File: src/rtl/assert_macros.svh
// assertion macros shared by the encoder modules
`ifndef ASSERT_MACROS_SVH
`define ASSERT_MACROS_SVH
`ifndef SYNTHESIS
`define GLE_ASSERT(lbl, clk, rst_n, prop) \
    lbl: assert property (@(posedge clk) disable iff (!rst_n) (prop)) \
        else $error("gle assertion failed");
`define GLE_NEVER(lbl, clk, rst_n, prop) \
    lbl: assert property (@(posedge clk) disable iff (!rst_n) !(prop)) \
        else $error("gle forbidden condition");
`else
`define GLE_ASSERT(lbl, clk, rst_n, prop)
`define GLE_NEVER(lbl, clk, rst_n, prop)
`endif
`endif

File: src/rtl/gle_pkg.sv
// types, constants and helpers shared by the gif lzw encoder
package gle_pkg;

    localparam int GLE_TABLE_DEPTH = 5003;
    localparam int GLE_PROBE_STEP  = 15;
    localparam int GLE_EPOCH_W     = 4;
    localparam logic [3:0]  GLE_MAX_WIDTH = 4'd12;
    localparam logic [12:0] GLE_LAST_THR  = 13'hFFF;
    localparam logic [3:0]  GLE_CFG_RESET = 4'd8;
    localparam logic [3:0]  GLE_SIZE_MIN  = 4'd2;
    localparam logic [3:0]  GLE_SIZE_MAX  = 4'd8;

    // one classified pixel on its way from front to core
    typedef struct packed {
        logic [7:0] pix;
        logic       last;
        logic       first;
        logic [3:0] lat;
    } t_item;

    // one code handed from core to packer
    typedef struct packed {
        logic [11:0] code;
        logic [3:0]  width;
        logic        eoi;
        logic        flush;
    } t_pk_req;

    function automatic logic [7:0] pix_mask(input logic [3:0] lat);
        logic [8:0] one;
        one = 9'd1 << lat;
        return 8'(one - 9'd1);
    endfunction

endpackage

File: src/rtl/gle_packer.sv
// packer: lsb-first bit accumulator and byte output register
module gle_packer (
    input  logic            i_clk,
    input  logic            i_rst_n,
    input  logic            i_req_valid,
    output logic            o_req_ready,
    input  gle_pkg::t_pk_req i_req,
    output logic            o_out_valid,
    input  logic            i_out_ready,
    output logic [7:0]      o_code_byte,
    output logic            o_last_of_run,
    output logic            o_end_of_image
);
    import gle_pkg::*;

    localparam logic P_IDLE  = 1'b0;
    localparam logic P_DRAIN = 1'b1;

    logic        r_state;
    logic [23:0] r_acc;
    logic [4:0]  r_cnt;
    logic        r_eoi;
    logic        r_flush;
    logic [7:0]  r_held;
    logic        r_held_v;
    logic        out_free;
    logic        byte_avail;

    assign o_req_ready = (r_state == P_IDLE);
    assign out_free    = !o_out_valid || i_out_ready;
    assign byte_avail  = (r_cnt >= 5'd8) || (r_flush && (r_cnt != 5'd0));

    always_ff @(posedge i_clk) begin
        if (!i_rst_n) begin
            r_state        <= P_IDLE;
            r_acc          <= '0;
            r_cnt          <= '0;
            r_eoi          <= 1'b0;
            r_flush        <= 1'b0;
            r_held_v       <= 1'b0;
            o_out_valid    <= 1'b0;
        end else begin
            if (i_out_ready) begin
                o_out_valid <= 1'b0;
            end
            unique case (r_state)
                P_IDLE: begin
                    if (i_req_valid) begin
                        r_acc   <= r_acc | ({12'd0, i_req.code} << r_cnt[2:0]);
                        r_cnt   <= r_cnt + {1'b0, i_req.width};
                        r_eoi   <= i_req.eoi;
                        r_flush <= i_req.flush;
                        r_state <= P_DRAIN;
                    end
                end
                P_DRAIN: begin
                    if (byte_avail) begin
                        // one byte stays held until it is known whether it ends the item
                        if (!r_held_v || out_free) begin
                            if (r_held_v) begin
                                o_code_byte    <= r_held;
                                o_last_of_run  <= 1'b0;
                                o_end_of_image <= 1'b0;
                                o_out_valid    <= 1'b1;
                            end
                            r_held   <= r_acc[7:0];
                            r_held_v <= 1'b1;
                            if (r_cnt >= 5'd8) begin
                                r_acc <= r_acc >> 8;
                                r_cnt <= r_cnt - 5'd8;
                            end else begin
                                r_acc <= '0;
                                r_cnt <= '0;
                            end
                        end
                    end else if (r_eoi && r_held_v) begin
                        if (out_free) begin
                            o_code_byte    <= r_held;
                            o_last_of_run  <= 1'b1;
                            o_end_of_image <= r_flush;
                            o_out_valid    <= 1'b1;
                            r_held_v       <= 1'b0;
                            r_state        <= P_IDLE;
                        end
                    end else begin
                        r_state <= P_IDLE;
                    end
                end
                default: r_state <= P_IDLE;
            endcase
        end
    end

    `include "assert_macros.svh"

    `GLE_ASSERT(a_idle_partial, i_clk, i_rst_n, (r_state == P_IDLE) |-> (r_cnt < 5'd8))
    `GLE_ASSERT(a_cnt_bound, i_clk, i_rst_n, r_cnt <= 5'd19)
    `GLE_ASSERT(a_flush_empty, i_clk, i_rst_n, ((r_state == P_IDLE) && ($past(r_state) == P_DRAIN) && $past(r_flush)) |-> ((r_cnt == 5'd0) && !r_held_v))

endmodule

File: config.mk
export PLATFORM = sky130hd
export DESIGN_NAME = gle_packer
export DESIGN_NICKNAME = d
export VERILOG_FILES = /design/src/rtl/gle_pkg.sv /design/src/rtl/gle_packer.sv
export VERILOG_INCLUDE_DIRS = /design/src /design/src/rtl
export SDC_FILE = /design/constraint.sdc
export NUM_CORES = 1
export LEC_CHECK = 0
export BUFFER_PORTS_ARGS = -buffer_cell sky130_fd_sc_hd__buf_4
export CAP_MARGIN = 10
export CORE_MARGIN = 2
export CORE_UTILIZATION = 40
export DETAILED_ROUTE_END_ITERATION = 6
export RECOVER_POWER = 25
export SYNTH_ARGS = -nofsm -noshare
export SYNTH_HDL_FRONTEND = slang
export SYNTH_SLANG_ARGS = --single-unit
File: constraint.sdc
create_clock -name i_clk -period 3 [get_ports i_clk]
set_clock_uncertainty 0.1 [all_clocks]
set_input_delay 0.15 -clock i_clk [delete_from_list [all_inputs] [get_ports i_clk]]
set_output_delay 0.15 -clock i_clk [all_outputs]
set_load 0.01 [all_outputs]
=== Word level (Yosys, flattened, before mapping) ===
Index checks and enable logic that the tools add are counted.

* Logic and storage cells: 76
* Bits in latches: 0
* Bits in writable memories: 0
* Bits of input ports: 22
* Output and inout port bits: 12
* Flip-flop bits (word level): 52
* ROM bits: 0
* Memories: 0

* Shifts and indexed selects: 1
* Multipliers: 0
* Div/mod/pow operators: 0
* $add $sub $neg: 2
* Mux-type cells: 39
* Equal/unequal tests: 5
* Order comparisons: 1
* Reduce and logical (&&, ||, !) cells: 15
* Bitwise operators: 2

{| class="wikitable"
|+ Operators by type and width
! operator !! count
|-
| 2-to-1 mux 24 bit || 3
|-
| one-hot mux 24 bit (2 select lines) || 1
|-
| 2-to-1 mux 8 bit || 5
|-
| OR 24 bit || 1
|-
| left shift 12 x 3 -> 24 bit || 1
|-
| 2-to-1 mux 1 bit || 23
|-
| 2-to-1 mux 5 bit || 4
|-
| 2-to-1 mux 16 bit || 1
|-
| one-hot mux 5 bit (2 select lines) || 1
|-
| AND reduction 4 bit || 2
|-
| != test 2 x 1 -> 1 bit (second input constant) || 3
|-
| AND reduction 6 bit || 1
|-
| adder 5 x 4 -> 5 bit || 1
|-
| >= comparator 5 x 4 -> 1 bit (second input constant) || 1
|-
| nonzero test 5 bit || 1
|-
| subtractor 5 x 4 -> 5 bit (second input constant) || 1
|-
| != test 2 bit (second input constant) || 2
|-
| nonzero test 2 bit || 2
|-
| logical OR 1 bit || 3
|-
| AND reduction 3 bit || 1
|-
| logical AND 1 bit || 2
|-
| logical NOT 1 bit || 2
|-
| one-hot mux 1 bit (2 select lines) || 1
|-
| AND reduction 2 bit || 1
|-
| inverter 1 bit || 1
|}

=== Logic depth before layout (Yosys ltp) ===
* Word-level depth: 6
* Mapped depth: 7
* Gate-level depth less buffers: 7

=== Worst setup path after synthesis ===
No wires, ideal clock.

* Path type: register -> register
* Start point: reg r_cnt[2]
* End point: reg r_held[0], enable pin
* Cell stages (with the launch flop): 5
* Buffers on the path: 0
* Clock period less this slack: 2.165 ns
* Library setup time: 0.383 ns
* Arrival time: 1.681 ns
* Required time: 2.517 ns
* Path slack: 0.835 ns
* Cell sequence: dfxtp_1 nor4_2 mux2_4 inv_1 nor3_1

* Longest elaborated chain between the ends: 4
* Elaborated cells between the ends (all ways): 5
* Those cells by class: order compare: 1; reduce/logical: 4

{| class="wikitable"
|+ Ends and longest elaborated chain
! item !! RTL line !! text
|-
| start, declared || gle_packer.sv:21 || <nowiki>logic [4:0] r_cnt;</nowiki>
|-
| start signal, assigned || gle_packer.sv:50 || <nowiki>r_cnt <= r_cnt + {1'b0, i_req.width};</nowiki>
|-
| start signal, assigned || gle_packer.sv:70 || <nowiki>r_cnt <= r_cnt - 5'd8;</nowiki>
|-
| parallel branches: the longest is 2 deep, another holds >= comparator 5 x 4 -> 1 bit || - ||
|-
| logical OR 1 bit * || gle_packer.sv:31 || <nowiki>assign byte_avail = (r_cnt >= 5'd8) || (r_flush && (r_cnt != 5'd0));</nowiki>
|-
| AND reduction 4 bit (no line) * || - ||
|-
| end signal, assigned || gle_packer.sv:66 || <nowiki>r_held <= r_acc[7:0];</nowiki>
|-
| end, declared || gle_packer.sv:24 || <nowiki>logic [7:0] r_held;</nowiki>
|}

Mark *: on every way between the ends.
A chain may end at the register's enable or synchronous reset.

=== Worst setup path after layout ===
* Start point: reg r_cnt[3]
* End point: reg o_code_byte[5], enable pin

* Longest elaborated chain between the ends: 5
* Elaborated cells between the ends (all ways): 9
* Those cells by class: order compare: 1; eq/ne: 2; reduce/logical: 6

{| class="wikitable"
|+ Ends and longest elaborated chain
! item !! RTL line !! text
|-
| parallel branches: the longest is 2 deep, another holds >= comparator 5 x 4 -> 1 bit || - ||
|-
| logical OR 1 bit * || gle_packer.sv:31 ||
|-
| != test 2 x 1 -> 1 bit (no line) (tied with other cells) || - ||
|-
| AND reduction 6 bit (no line) * || - ||
|-
| end signal, assigned || gle_packer.sv:61 || <nowiki>o_code_byte <= r_held;</nowiki>
|-
| end signal, assigned || gle_packer.sv:78 || <nowiki>o_code_byte <= r_held;</nowiki>
|-
| end, declared || gle_packer.sv:10 || <nowiki>output logic [7:0] o_code_byte,</nowiki>
|}

Marked as above.

==> qor.yml <==
synthCells: 209
vias_per_cell: 5.574
cts_root_buffer: "clkbuf_8"
post_drt_wl_per_cell_um: 15.67
drcViolationCount: 0
synth-seq-cells: 47
critPathLaunch: "r_cnt[3]$_SDFFE_PN0P_"
holdWs_ns: 0.04006
drt_iter0_markers: 57
layout-drive-gt1-share_pct: 26.03
synth_edf_count: 18
final_cells: 317
areaGrowthSynthToFinish_pct: 16.34
wirelength_um: 4968
worstSkewPairLatency_ns: 0.30
power_frac_comb_pct: 30.5
critical_path.max_fanout: 10
timing.fmax_mhz: 438.6
internal_power_w: 0.001260
synth-simple-area-share_pct: 10.65
wl_met2_um: 2182
wirelength_met1_um: 2533
rsz0062_at_grt: "no"
clkPwrFrac_pct: 25.9
finalSetupTns_ns: 0
rows: 28
ys_async_sr_fraction_pct: 0
grt_overflow: 0
synth.area.top_cells: "dfxtp_1, edfxtp_1, mux4_2"
dieArea_mm2: 0.006810
setup_violations: 0
drv_slew: 0
synth_ff_type: "dfxtp_1"
cts.reportedPaths.clkPinSlew_ns: 0.09
top_layer_used: "met4"
design.core.area_mm2: 0.005956
cts_resized: 0
p_leak_nw: 1.136
first_pass_iters: 4
grt_max_degree: 24
final_common_cell: "buf_4"
finalHoldViolCount: 0
cp.arrival_ns: 2.12
timing.rr.end: "o_code_byte[5]$_DFFE_PP_"
htreeDepth: 2
total_power_w: 0.001856
start_kind: "flip-flop"
switching_share_pct: 32.11
post-route-min-period_ns: 2.280
tritoncts: "done"
n_antenna_cell: 0
yosys.cell_types.count: 53
wl_met3_um: 187
fp.dieW_um: 82.52
max-cap-violations: 0
powerDensity_mw_per_mm2: 646.7
synth_top_family_by_area: "compound AO/OA/AOI/OAI gates"
grt_pass1_vias: 1627
worstPathCellList: "inv_1 > ha_1 > nand2b_1 > mux2_4 > o211ai_1 > nor2_1"
ys_warn_count: 0
cts_buffers: 5
slew_headroom_pct: 35.19
postSynthAreaPerCell_um2: 11.80
vias: 1767
cp.buffers_inverters: 1
hold_start: "i_rst_n"
finalCritPeriodShare_pct: 75.99
synth_top_area_share_pct: 23.54
die_h_um: 82.52
ios: 34
synth_mux_area_share_pct: 13.29
grt_usage_pct: 16.10
end_kind: "flip-flop"
crit_required_ns: 2.84
worstSetupPathType: "reg2reg"
antenna_found_initial: 0
switchingPower_w: 0.0005957
seqPwrFrac_pct: 43.6
utilization_pct: 48.17
r2r_slack_ns: 0.72
place.gp.congestion: 0.8117
start_util_pct: 41.41
clock-sinks: 47
yosysSeqAreaShare_pct: 45.46
syn_nets: 237
cp_top_family: "simple AND/OR/NAND/NOR gates"
endpoint: "o_code_byte[5]$_DFFE_PP_"
timing.rr.start: "r_cnt[3]$_SDFFE_PN0P_"
ant_nets: 0
hold_buffers: 2
yosysTopAreaCell: "dfxtp_1"
nFillCells: 581
mostFrequentLayoutCells: "buf_4, dfxtp_1, edfxtp_1"
critical-path-max-stage-delay_ns: 0.64
layout.nets: 269
synth_compound_area_share_pct: 22.17
worst_pin_slew_ns: 0.9702
cp.depth: 6
hold_class: "in2reg"
hpwl_um: 3542
post-place-cells: 307
synth_fa_ha_area_share_pct: 3.349
grt_pass1_wl_um: 8252
postCtsSetupBuffers: 0
outcome: "finished, final reports clean"
clockBufferDepth: 2
ir_worst_vdd_mv: 0.2418
crit_slowest_cell: "nor2_1"
reg2reg_depth: 6
synth_xor_area_share_pct: 0.3551
numPortBuffers: 33
mappedNetlistArea_mm2: 0.002466
==> worst min-delay path by stage <==
stage,endpoint,slack (ns),cells after the start
2_1_floorplan,r_state$_SDFF_PN0_,0.19,2
3_3_place_gp,r_eoi$_SDFFE_PN0P_,0.28,3
3_5_place_dp,r_flush$_SDFFE_PN0P_,0.29,3
4_1_cts,r_state$_SDFF_PN0_,0.03,3
5_1_grt,r_acc[4]$_SDFFE_PN0P_,0.04,3
6_report,r_state$_SDFF_PN0_,0.04,3
==> cell usage after synthesis (all sizes together) (2+ instances only) <==
cell type,n
a211o,2
o2bb2ai,12
nand3,2
nor3,2
a22oi,4
a31oi,3
nor2,10
a221oi,5
clkbuf,5
nand2,9
nor2b,5
dfxtp,29
mux2,3
a311oi,2
a211oi,5
mux4,8
buf,9
o211ai,2
edfxtp,18
ha,5
a21oi,12
and2,10
o211a,4
nand2b,5
mux2i,11
inv,6
a21o,3
o31ai,2
==> cell families after synthesis <==
logic type               after synthesis
multiplexers                          22
XOR/XNOR                               1
AO/OA/AOI/OAI                         65
buffers and inverters                 20
AND/OR/NAND/NOR                       48
adder cells (fa/ha/maj)                6
flip-flops                            47
==> tightest hold or removal path, cell delays in order <==
cell     delay (ns)
buf_4          0.13
o21ai_0        0.07
a31oi_1        0.04
==> flip-flops by register name, indices dropped and copies added (netlist names) <==
signal,count
o_code_byte,8
o_end_of_image,1
o_last_of_run,1
o_out_valid,1
r_acc,19
r_cnt,5
r_eoi,1
r_flush,1
r_held,8
r_held_v,1
r_state,1
==> layout make-up <==
type	count	area, um^2	share of cell area, %
Timing Repair Buffer	39	286.5	9.987
Clock buffer	5	68.82	2.399
Sequential cell	47	1121	39.08
Inverter	6	22.52	0.7850
Clock inverter	3	47.55	1.657
Multi-Input combinational cell	142	1229	42.83
Tap cell	75	93.84	3.271
==> per-layer routing <==
metal | vias to the layer above | global-route usage (%)
met4 | 0 | 4.918
met3 | 6 | 3.370
li1 | 873 | -
met1 | 846 | 22.89
met5 | - | 0
met2 | 42 | 24.60
==> stage by stage <==
stage                     setup slack (ns)  instance area [um^2]
after floorplan                     0.8354                  2466
after global placement              0.8200                  2744
after detailed placement            0.7122                  2744
after CTS                           0.6974                  2880
after global routing                0.5683                  2869
final                               0.7202                  2869
==> power groups by stage <==
stage | combinational, W | sequential (W) | clock [W]
after detailed placement | 0.000561 | 0.000822 | 0
after CTS | 0.000566 | 0.000808 | 0.000491
final | 0.000565 | 0.000810 | 0.000481
after floorplan | 0.000456 | 0.000808 | 0
after global routing | 0.000627 | 0.000820 | 0.000524
after global placement | 0.000559 | 0.000821 | 0
(Power assumes the default switching activity.)
