==> config.mk <==
export PLATFORM = sky130hd
export DESIGN_NAME = gle_front
export DESIGN_NICKNAME = d
export VERILOG_FILES = /design/src/rtl/assert_macros.svh /design/src/rtl/gle_pkg.sv /design/src/rtl/gle_front.sv
export SDC_FILE = /design/constraint.sdc
export NUM_CORES = 1
export LEC_CHECK = 0
export BUFFER_PORTS_ARGS = -buffer_cell sky130_fd_sc_hd__buf_2
export CORE_MARGIN = 5
export CORE_UTILIZATION = 50
export CTS_CLUSTER_DIAMETER = 100
export DETAILED_ROUTE_END_ITERATION = 16
export PLACE_DENSITY = 0.77
export SLEW_MARGIN = 5
export SYNTH_ARGS = -nofsm -noshare
export SYNTH_HDL_FRONTEND = slang
export SYNTH_SLANG_ARGS = --single-unit
export TNS_END_PERCENT = 30
==> constraint.sdc <==
create_clock -name i_clk -period 2.8 [get_ports i_clk]
set_input_delay 0.56 -clock i_clk [delete_from_list [all_inputs] [get_ports i_clk]]
set_output_delay 0.56 -clock i_clk [all_outputs]
set_load 0.02 [all_outputs]
==> src/rtl/assert_macros.svh <==
// assertion macros shared by the encoder modules
`ifndef ASSERT_MACROS_SVH
`define ASSERT_MACROS_SVH
`ifndef SYNTHESIS
`define GLE_ASSERT(lbl, clk, rst_n, prop) \
    lbl: assert property (@(posedge clk) disable iff (!rst_n) (prop)) \
        else $error("gle assertion failed");
`define GLE_NEVER(lbl, clk, rst_n, prop) \
    lbl: assert property (@(posedge clk) disable iff (!rst_n) !(prop)) \
        else $error("gle forbidden condition");
`else
`define GLE_ASSERT(lbl, clk, rst_n, prop)
`define GLE_NEVER(lbl, clk, rst_n, prop)
`endif
`endif

==> src/rtl/gle_pkg.sv <==
// types, constants and helpers shared by the gif lzw encoder
package gle_pkg;

    localparam int GLE_TABLE_DEPTH = 5003;
    localparam int GLE_PROBE_STEP  = 15;
    localparam int GLE_EPOCH_W     = 4;
    localparam logic [3:0]  GLE_MAX_WIDTH = 4'd12;
    localparam logic [12:0] GLE_LAST_THR  = 13'hFFF;
    localparam logic [3:0]  GLE_CFG_RESET = 4'd8;
    localparam logic [3:0]  GLE_SIZE_MIN  = 4'd2;
    localparam logic [3:0]  GLE_SIZE_MAX  = 4'd8;

    // one classified pixel on its way from front to core
    typedef struct packed {
        logic [7:0] pix;
        logic       last;
        logic       first;
        logic [3:0] lat;
    } t_item;

    // one code handed from core to packer
    typedef struct packed {
        logic [11:0] code;
        logic [3:0]  width;
        logic        eoi;
        logic        flush;
    } t_pk_req;

    function automatic logic [7:0] pix_mask(input logic [3:0] lat);
        logic [8:0] one;
        one = 9'd1 << lat;
        return 8'(one - 9'd1);
    endfunction

endpackage

==> src/rtl/gle_front.sv <==
// front: config register, image start detection, code size latch, item queue
module gle_front (
    input  logic          i_clk,
    input  logic          i_rst_n,
    input  logic          i_cfg_we,
    input  logic [3:0]    i_cfg_data,
    input  logic          i_in_valid,
    output logic          o_in_ready,
    input  logic [7:0]    i_pixel_index,
    input  logic          i_last_pixel,
    output logic          o_item_valid,
    input  logic          i_item_ready,
    output gle_pkg::t_item o_item
);
    import gle_pkg::*;

    logic [3:0] r_cfg;
    logic [3:0] r_lat;
    logic       r_first;
    t_item      r_q [2];
    logic       r_wp;
    logic       r_rp;
    logic [1:0] r_cnt;
    logic       push;
    logic       pop;
    logic [3:0] lat_cl;
    logic [3:0] lat_sel;

    always_comb begin
        if (r_cfg < GLE_SIZE_MIN) begin
            lat_cl = GLE_SIZE_MIN;
        end else if (r_cfg > GLE_SIZE_MAX) begin
            lat_cl = GLE_SIZE_MAX;
        end else begin
            lat_cl = r_cfg;
        end
    end

    assign lat_sel      = r_first ? lat_cl : r_lat;
    assign o_in_ready   = (r_cnt != 2'd2);
    assign push         = i_in_valid && o_in_ready;
    assign o_item_valid = (r_cnt != 2'd0);
    assign pop          = o_item_valid && i_item_ready;
    assign o_item       = r_q[r_rp];

    always_ff @(posedge i_clk) begin
        if (!i_rst_n) begin
            r_cfg   <= GLE_CFG_RESET;
            r_lat   <= GLE_CFG_RESET;
            r_first <= 1'b1;
            r_wp    <= 1'b0;
            r_rp    <= 1'b0;
            r_cnt   <= 2'd0;
        end else begin
            if (i_cfg_we) begin
                r_cfg <= i_cfg_data;
            end
            if (push) begin
                r_q[r_wp] <= '{pix: i_pixel_index & pix_mask(lat_sel),
                               last: i_last_pixel, first: r_first, lat: lat_sel};
                r_wp    <= ~r_wp;
                r_lat   <= lat_sel;
                r_first <= i_last_pixel;
            end
            if (pop) begin
                r_rp <= ~r_rp;
            end
            r_cnt <= r_cnt + {1'b0, push} - {1'b0, pop};
        end
    end

endmodule

# Word-level counts from Yosys, hierarchy flattened

Memories as Yosys holds them, arrays and structs flattened. A register that Yosys moved wholly into a read port is not among the register bits.
Index checks and enable logic that the tools add are counted.
Widths: inputs -> output; s select.

Add/sub/neg operators: 3
Magnitude comparators: 2
Shift operators: 1
Muxes and demuxes: 8
Bitwise gates (word level): 3
Equal/unequal tests: 1
Reduce and logical (&&, ||, !) cells: 3

Operators by type and width:

| operator            | number |
|---|---|
| $mux 4              | 3 |
| $and 8x8->8         | 1 |
| $shl 1x4->8 const A | 1 |
| $sub 8x1->8 const B | 1 |
| $mux 1              | 5 |
| $gt 4x4->1 const B  | 1 |
| $lt 4x2->1 const B  | 1 |
| $add 2x1->2         | 1 |
| $logic_and 1x1->1   | 2 |
| $ne 2x2->1 const B  | 1 |
| $not 1->1           | 2 |
| $reduce_bool 2->1   | 1 |
| $sub 2x1->2         | 1 |

RAM bits: 28
Memories: 1
Flip-flop bits (word level): 13

Memories:

| memory | words | width | rd ports | clocked after Yosys merged registers in | wr ports | RTL line        | RTL |
|---|---|---|---|---|---|---|---|
| r_q    | 2     | 14    | 1        | 1                                       | 1        | gle_front.sv:20 | `t_item r_q [2];` |

# Logic depth before layout (Yosys ltp)

Gate-level depths: netlist of run 1.

Word-level depth: 7
Gate-level depth with buffers: 10

# Worst setup path after synthesis of run 1

OpenSTA, ideal clock, no wires.

Kind: register to register
Start: reg r_first
End: mem r_q[0][8] in the netlist's numbering, data pin
Required time: 2.643 ns
Slack: 0.523 ns
Buffers on the path: 0
Period minus slack after synthesis: 2.277 ns
Cell stages (with the launch flop): 9
Arrival: 2.120 ns
Cell sequence: dfxtp_1 inv_1 a2bb2oi_1 inv_2 nor2_1 nand2_1 ha_1 or4_1 a21boi_1

Word-level cells in the longest chain between the ends: 4

RTL lines:

| item                     | RTL line        | RTL |
|---|---|---|
| start: declaration       | gle_front.sv:19 | `logic r_first;` |
| start signal: assignment | gle_front.sv:63 | `r_first <= i_last_pixel;` |
| $mux 4                   | gle_front.sv:39 | `assign lat_sel = r_first ? lat_cl : r_lat;` |
| net lat_sel[1]           | gle_front.sv:27 | `logic [3:0] lat_sel;` |
| $shl 1x4->8              | gle_pkg.sv:31   | `one = 9'd1 << lat;` |
| $sub 8x1->8              | gle_pkg.sv:32   | `return 8'(one - 9'd1);` |
| $and 8x8->8              | gle_front.sv:59 | `r_q[r_wp] <= '{pix: i_pixel_index & pix_mask(lat_sel),` |
| end: declaration         | gle_front.sv:20 |  |

The timed path passes the listed nets, and every way through them passes these cells.

# Final worst setup path of run 1

Ends and elaborated chain as after synthesis.

==> results of run 1 <==
-- state kept, by name, summed over array words and instances, names as in the netlist, named ones only --
register  flops
r_cnt         2
r_wp          1
r_cfg         4
r_q          28
r_rp          1
r_lat         4
r_first       1
-- per-layer routing --
layer  track usage (%)  wire length (um)  vias to the layer above
met5                 0                 0                        -
li1                  -                 -                      586
met2             25.44              1835                       26
met4             8.559                58                        0
met1             15.89              1376                      574
met3             4.830               159                        4
-- cells by family after synthesis --
family / share of synthesized area, %
AO/OA/AOI/OAI: 8.119
XOR/XNOR: 1.894
adder cells (fa/ha/maj): 2.030
buffers and inverters: 2.165
flip-flops: 60.62
multiplexers: 11.84
AND/OR/NAND/NOR: 13.33
-- synthesized netlist by cell type, drive strengths merged, types with 3 or more instances --
cell / n / share of area, %
edfxtp: 28 / 45
mux2: 15 / 9.1
xnor2: 4 / 1.9
and2: 7 / 2.4
dfxtp: 14 / 15
nor2: 7 / 1.4
ha: 3 / 2.0
nand2: 11 / 2.2
clkbuf: 4 / 0.81
inv: 6 / 1.4
mux2i: 5 / 2.7
nor2b: 10 / 3.4
-- power groups by stage --
stage	combinational, uW	sequential (uW)	clock (uW)
3_3_place_gp	452	822	0
2_1_floorplan	362	797	0
6_report	467	814	469
3_5_place_dp	469	828	0
5_1_grt	506	826	506
4_1_cts	472	814	481
-- metrics by stage --
step	cells	setup WS, ns
final	229	0.1823
after global routing	229	0.08254
after detailed placement	221	0.1332
after floorplan	143	0.5229
after global placement	221	0.3716
after CTS	229	0.09523
-- timing repair --
| item | 4_1_cts | 5_1_grt |
|---|---|---|
| gates resized for setup | 0 | 1 |
| setup endpoints to repair | 0 | 2 |
| buffers inserted | 0 | 0 |
-- layout make-up --
type	count	area share, %
multi-input cells	91	31.75
inverters	6	1.144
clock inverters	3	2.059
well taps	48	2.746
clock buffers	5	3.146
repair buffers	34	7.895
flip-flops and latches	42	51.26
-- worst paths after layout --
path | to | slack, ns | depth (start not counted)
min | r_q[1][5] | 0.47 | 1
max | r_q[0][8] | 0.18 | 8
min reg2reg | r_lat[3] | 0.53 | 2
max reg2reg | r_q[0][8] | 0.18 | 8
==> run_results.csv, run 1 <==
group,metric,value,unit
outcome,status,"finished, final reports clean",
detailed_routing,drt_wl_total,3429,um
placement,hpwl,2483,um
flow_run,cap_viol_max_count,0,
power_and_ir_drop,ir_worst_vdd,0.5228,mV
clocking,cts_buffers,5,
detailed_routing,viasPerCell,5.197,
critical_path,crit_required,2.93,ns
power_and_ir_drop,p_total,1750,uW
worst_hold_path,hold_class,"input pin to flip-flop",
floorplanning,dieArea,5015,um2
power_and_ir_drop,clockPowerShare,26.8,%
critical_path,path_max_fanout,10,
detailed_routing,drt_drc_violations_left,0,
power_and_ir_drop,p_leak,0.0008839,uW
floorplanning,ios,34,
finish,drive_above_1_share,34.81,%
floorplanning,core,3633,um2
power_and_ir_drop,p_seq_share,46.5,%
logic_synthesis,synth_seq_area_share,60.62,%
sta,fin_skew,0.006069,ns
clocking,cts_buffer_depth,2,
detailed_routing,vias,1190,
floorplanning,start_util,50.90,%
finish,final_common_cell,"buf_2",
floorplanning,die_w,70.82,um
finish,multi_input_area,694.4,um2
floorplanning,die_h,70.82,um
power_and_ir_drop,power_density,800.1,nW/um2
clocking,cts_tree,"done",
logic_synthesis,synth_cells,143,
clocking,clkTransAtPathRegs,0.08,ns
global_route,overflow,0,
logic_synthesis,synth_edf_count,28,
sta,tns,0,ns
sta,rsz0062_at_grt,"no",
logic_synthesis,ys_types,36,
global_route,grtUsageTotal,14.81,%
sta,layout_min_cycle_time,2.618,ns
critical_path,endpoint_kind,"flip-flop",
logic_synthesis,avgSynthCellArea,12.93,um2
power_and_ir_drop,power.switching,524.0,uW
detailed_routing,avgRoutedWirePerCell,14.97,um
detailed_routing,postRouteAntennaNets,0,
logic_synthesis,async_flop_share,0,%
clocking,clock_latency,0.29,ns
sta,setup_viol,0,
logic_synthesis,synth_nets,164,
critical_path,cp_top_family,"simple AND/OR/NAND/NOR gates",
critical_path,setup.worst_path.class,"flip-flop to flip-flop",
placement,portBuffers,33,
clocking,cts_sinks,42,
placement,gp_congestion,0.8913,
finish,num_antenna_cells,0,
power_and_ir_drop,swShare,29.95,%
finish,syn2layout_area_growth,18.27,%
critical_path,critPathLaunchType,"flip-flop",
global_route,grt_pass1_vias,1244,
global_route,grt_pass1_wl,5664,um
clocking,hold_buffers,0,
sta,finalHoldViolCount,0,
sta,tightest_slew,0.6916,ns
finish,finalNetCount,201,
detailed_routing,first_iter_violations,64,
detailed_routing,drtPass1Iterations,4,
clocking,cts-root-buf,"clkbuf_8",
placement,place_area,2067,um2
critical_path,rr_startpoint,"r_first",
finish,finalInstanceArea,2187,um2
finish,utilization,60.19,%
critical_path,worstPathCellList,"inv_1 > a2bb2oi_2 > inv_2 > nor2_1 > nand2_1 > ha_1 > or4_1 > a21boi_1",
floorplanning,rows,22,
sta,whs,0.4697,ns
clocking,cts.htree.levels,2,
global_route,grt_max_degree,17,
finish,seq_area,1121,um2
worst_hold_path,min_from,"i_last_pixel",
power_and_ir_drop,comb_power_share,26.7,%
logic_synthesis,synth_ff_type,"edfxtp_1",
critical_path,cp_num_buf_inv,2,
critical_path,arrival,2.75,ns
logic_synthesis,yosysWarningCount,0,
finish,fill_cells,307,
logic_synthesis,ys_ff_latch,42,
sta,maxSlewViolCount,0,
logic_synthesis,syn_area,1849,um2
power_and_ir_drop,p_int,1226,uW
finish,final_cell_mix,"buf_2, edfxtp_1, mux2_2",
critical_path,critPathSlowestCell,"or4_1",
global_route,antenna_found_initial,0,
sta,post-route-period-util,93.49,%
sta,clock.fmax,382.0,MHz
critical_path,critPathLaunch,"r_first",
critical_path,max_stage_delay,0.55,ns
sta,max_slew_margin,53.89,%
Power figures use the tool's default switching activity.
==> run 2, diff against run 1 <==
==> constraint.sdc (replaced) <==
create_clock -name i_clk -period 2.7 [get_ports i_clk]
set_input_delay 0.54 -clock i_clk [delete_from_list [all_inputs] [get_ports i_clk]]
set_output_delay 0.54 -clock i_clk [all_outputs]
set_load 0.02 [all_outputs]
==> run 2 against run 1 <==
  * Clock power down 19%
  * Die area unchanged
  * Combinational power up 3%
  * Flip-flop and latch count unchanged
  * Fmax up 3.9%
  * Critical path depth unchanged
  * Sequential share of layout area up 0.68 points
  * Routed wire length down 3.6%
  * Register-to-register slack about the same
  * Non-clock buffer count unchanged
  * Highest routed layer unchanged
==> run_results.csv, run 2 (same netlist as run 1, synthesis figures left out) <==
group,metric,value,unit
finish,num_antenna_cells,0,
clocking,clkTransAtPathRegs,0.08,ns
clocking,post-cts-setup-buffer-count,0,
flow_run,cap_viol_max_count,0,
global_route,antenna_found_initial,0,
finish,syn2layout_area_growth,16.71,%
floorplanning,die_w,70.82,um
sta,max_slew_margin,55.55,%
detailed_routing,viasPerCell,5.210,
sta,layout_min_cycle_time,2.519,ns
floorplanning,core,3633,um2
finish,finalInstanceArea,2158,um2
power_and_ir_drop,swShare,31.15,%
power_and_ir_drop,p_total,1704,uW
detailed_routing,postRouteAntennaNets,0,
global_route,grt_max_degree,17,
global_route,overflow,0,
floorplanning,ios,34,
power_and_ir_drop,comb_power_share,28.3,%
detailed_routing,first_iter_violations,38,
finish,drive_above_1_share,34.25,%
worst_hold_path,hold_class,"input pin to flip-flop",
clocking,cts_buffer_depth,2,
placement,portBuffers,33,
clocking,cts_sinks,42,
power_and_ir_drop,p_seq_share,49.5,%
placement,gp_congestion,0.8913,
sta,post-route-period-util,93.31,%
floorplanning,rows,22,
power_and_ir_drop,ir_worst_vdd,0.3676,mV
global_route,grtUsageTotal,14.61,%
critical_path,crit_required,2.83,ns
detailed_routing,drt_wl_total,3304,um
power_and_ir_drop,power_density,789.4,nW/um2
global_route,grt_pass1_wl,5609,um
global_route,grt_pass1_vias,1216,
sta,tns,0,ns
clocking,cts.htree.levels,2,
detailed_routing,drt_drc_violations_left,0,
clocking,hold_buffers,0,
detailed_routing,vias,1193,
clocking,cts-resized-gates,0,
floorplanning,start_util,50.90,%
outcome,status,"finished, final reports clean",
sta,clock.fmax,396.9,MHz
finish,largest_register_ffs,28,
sta,rsz0062_at_grt,"no",
critical_path,setup.worst_path.class,"flip-flop to flip-flop",
placement,hpwl,2445,um
finish,final_cell_mix,"buf_2, edfxtp_1, mux2_2",
power_and_ir_drop,p_leak,0.0008751,uW
floorplanning,die_h,70.82,um
power_and_ir_drop,p_int,1173,uW
sta,finalHoldViolCount,0,
critical_path,endpoint_kind,"flip-flop",
finish,finalNetCount,201,
finish,final_common_cell,"buf_2",
finish,largestRegisters,"r_q x28, r_cfg x4, r_lat x4",
floorplanning,dieArea,5015,um2
clocking,clock_latency,0.29,ns
clocking,cts_buffers,5,
placement,place_area,2067,um2
detailed_routing,drtPass1Iterations,4,
critical_path,arrival,2.65,ns
detailed_routing,avgRoutedWirePerCell,14.43,um
clocking,cts-root-buf,"clkbuf_8",
finish,regMostFlops,"r_q",
sta,tightest_slew,0.6668,ns
clocking,cts_tree,"done",
sta,fin_skew,0.009768,ns
sta,maxSlewViolCount,0,
critical_path,path_max_fanout,10,
critical_path,critPathLaunchType,"flip-flop",
sta,setup_viol,0,
power_and_ir_drop,clockPowerShare,22.2,%
power_and_ir_drop,power.switching,530.7,uW
==> run 2: routing by layer <==
metal	track usage, %	vias to the layer above	wire, um
li1	-	590	-
met5	0	-	0
met1	16.01	564	1313
met4	7.724	0	59
met2	24.92	32	1738
met3	4.972	7	192
==> run 2: cell type report <==
class,count,area [um2]
clock buffer,5,68.82
clock inverter,3,16.27
fill,304,1475
inverter,6,25.02
multi-input combinational,91,694.4
sequential,42,1121
tap,48,60.06
timing repair buffer,34,172.7
==> run 2: final timing paths <==
path                                    from  depth (start not counted)  slack [ns]   endpoint
worst max register to register       r_first                          8        0.18  r_q[0][8]
worst max-delay path                 r_first                          8        0.18  r_q[0][8]
worst min register to register      r_lat[3]                          2        0.52   r_lat[3]
worst min-delay path            i_last_pixel                          1        0.46  r_q[1][5]
==> run 2: power by group through the flow <==
stage	Clock, uW	Sequential (uW)	Combinational, uW
after CTS	394	844	489
after global placement	0	852	469
after global routing	420	854	526
after detailed placement	0	858	486
final	378	843	482
after floorplan	0	826	376
==> run 2: through the flow <==
stage	hold WS, ns	util [%]	std cells	worst slack [ns]
2_1_floorplan	0.4712	-	143	0.4229
3_3_place_gp	0.4930	56.89	221	0.2689
3_5_place_dp	0.5081	56.89	221	0.07324
4_1_cts	0.4466	59.23	229	0.04948
5_1_grt	0.4414	59.40	229	0.02287
6_report	0.4586	59.40	229	0.1805
==> run 2: worst max-delay path, cell delays in order (launching register included) <==
cell and delay [ns]:
dfxtp_1 0.49, inv_1 0.17, a2bb2oi_2 0.29, inv_2 0.10, nor2_1 0.21, nand2_1 0.08, ha_1 0.28, or4_1 0.54
a21boi_1 0.20
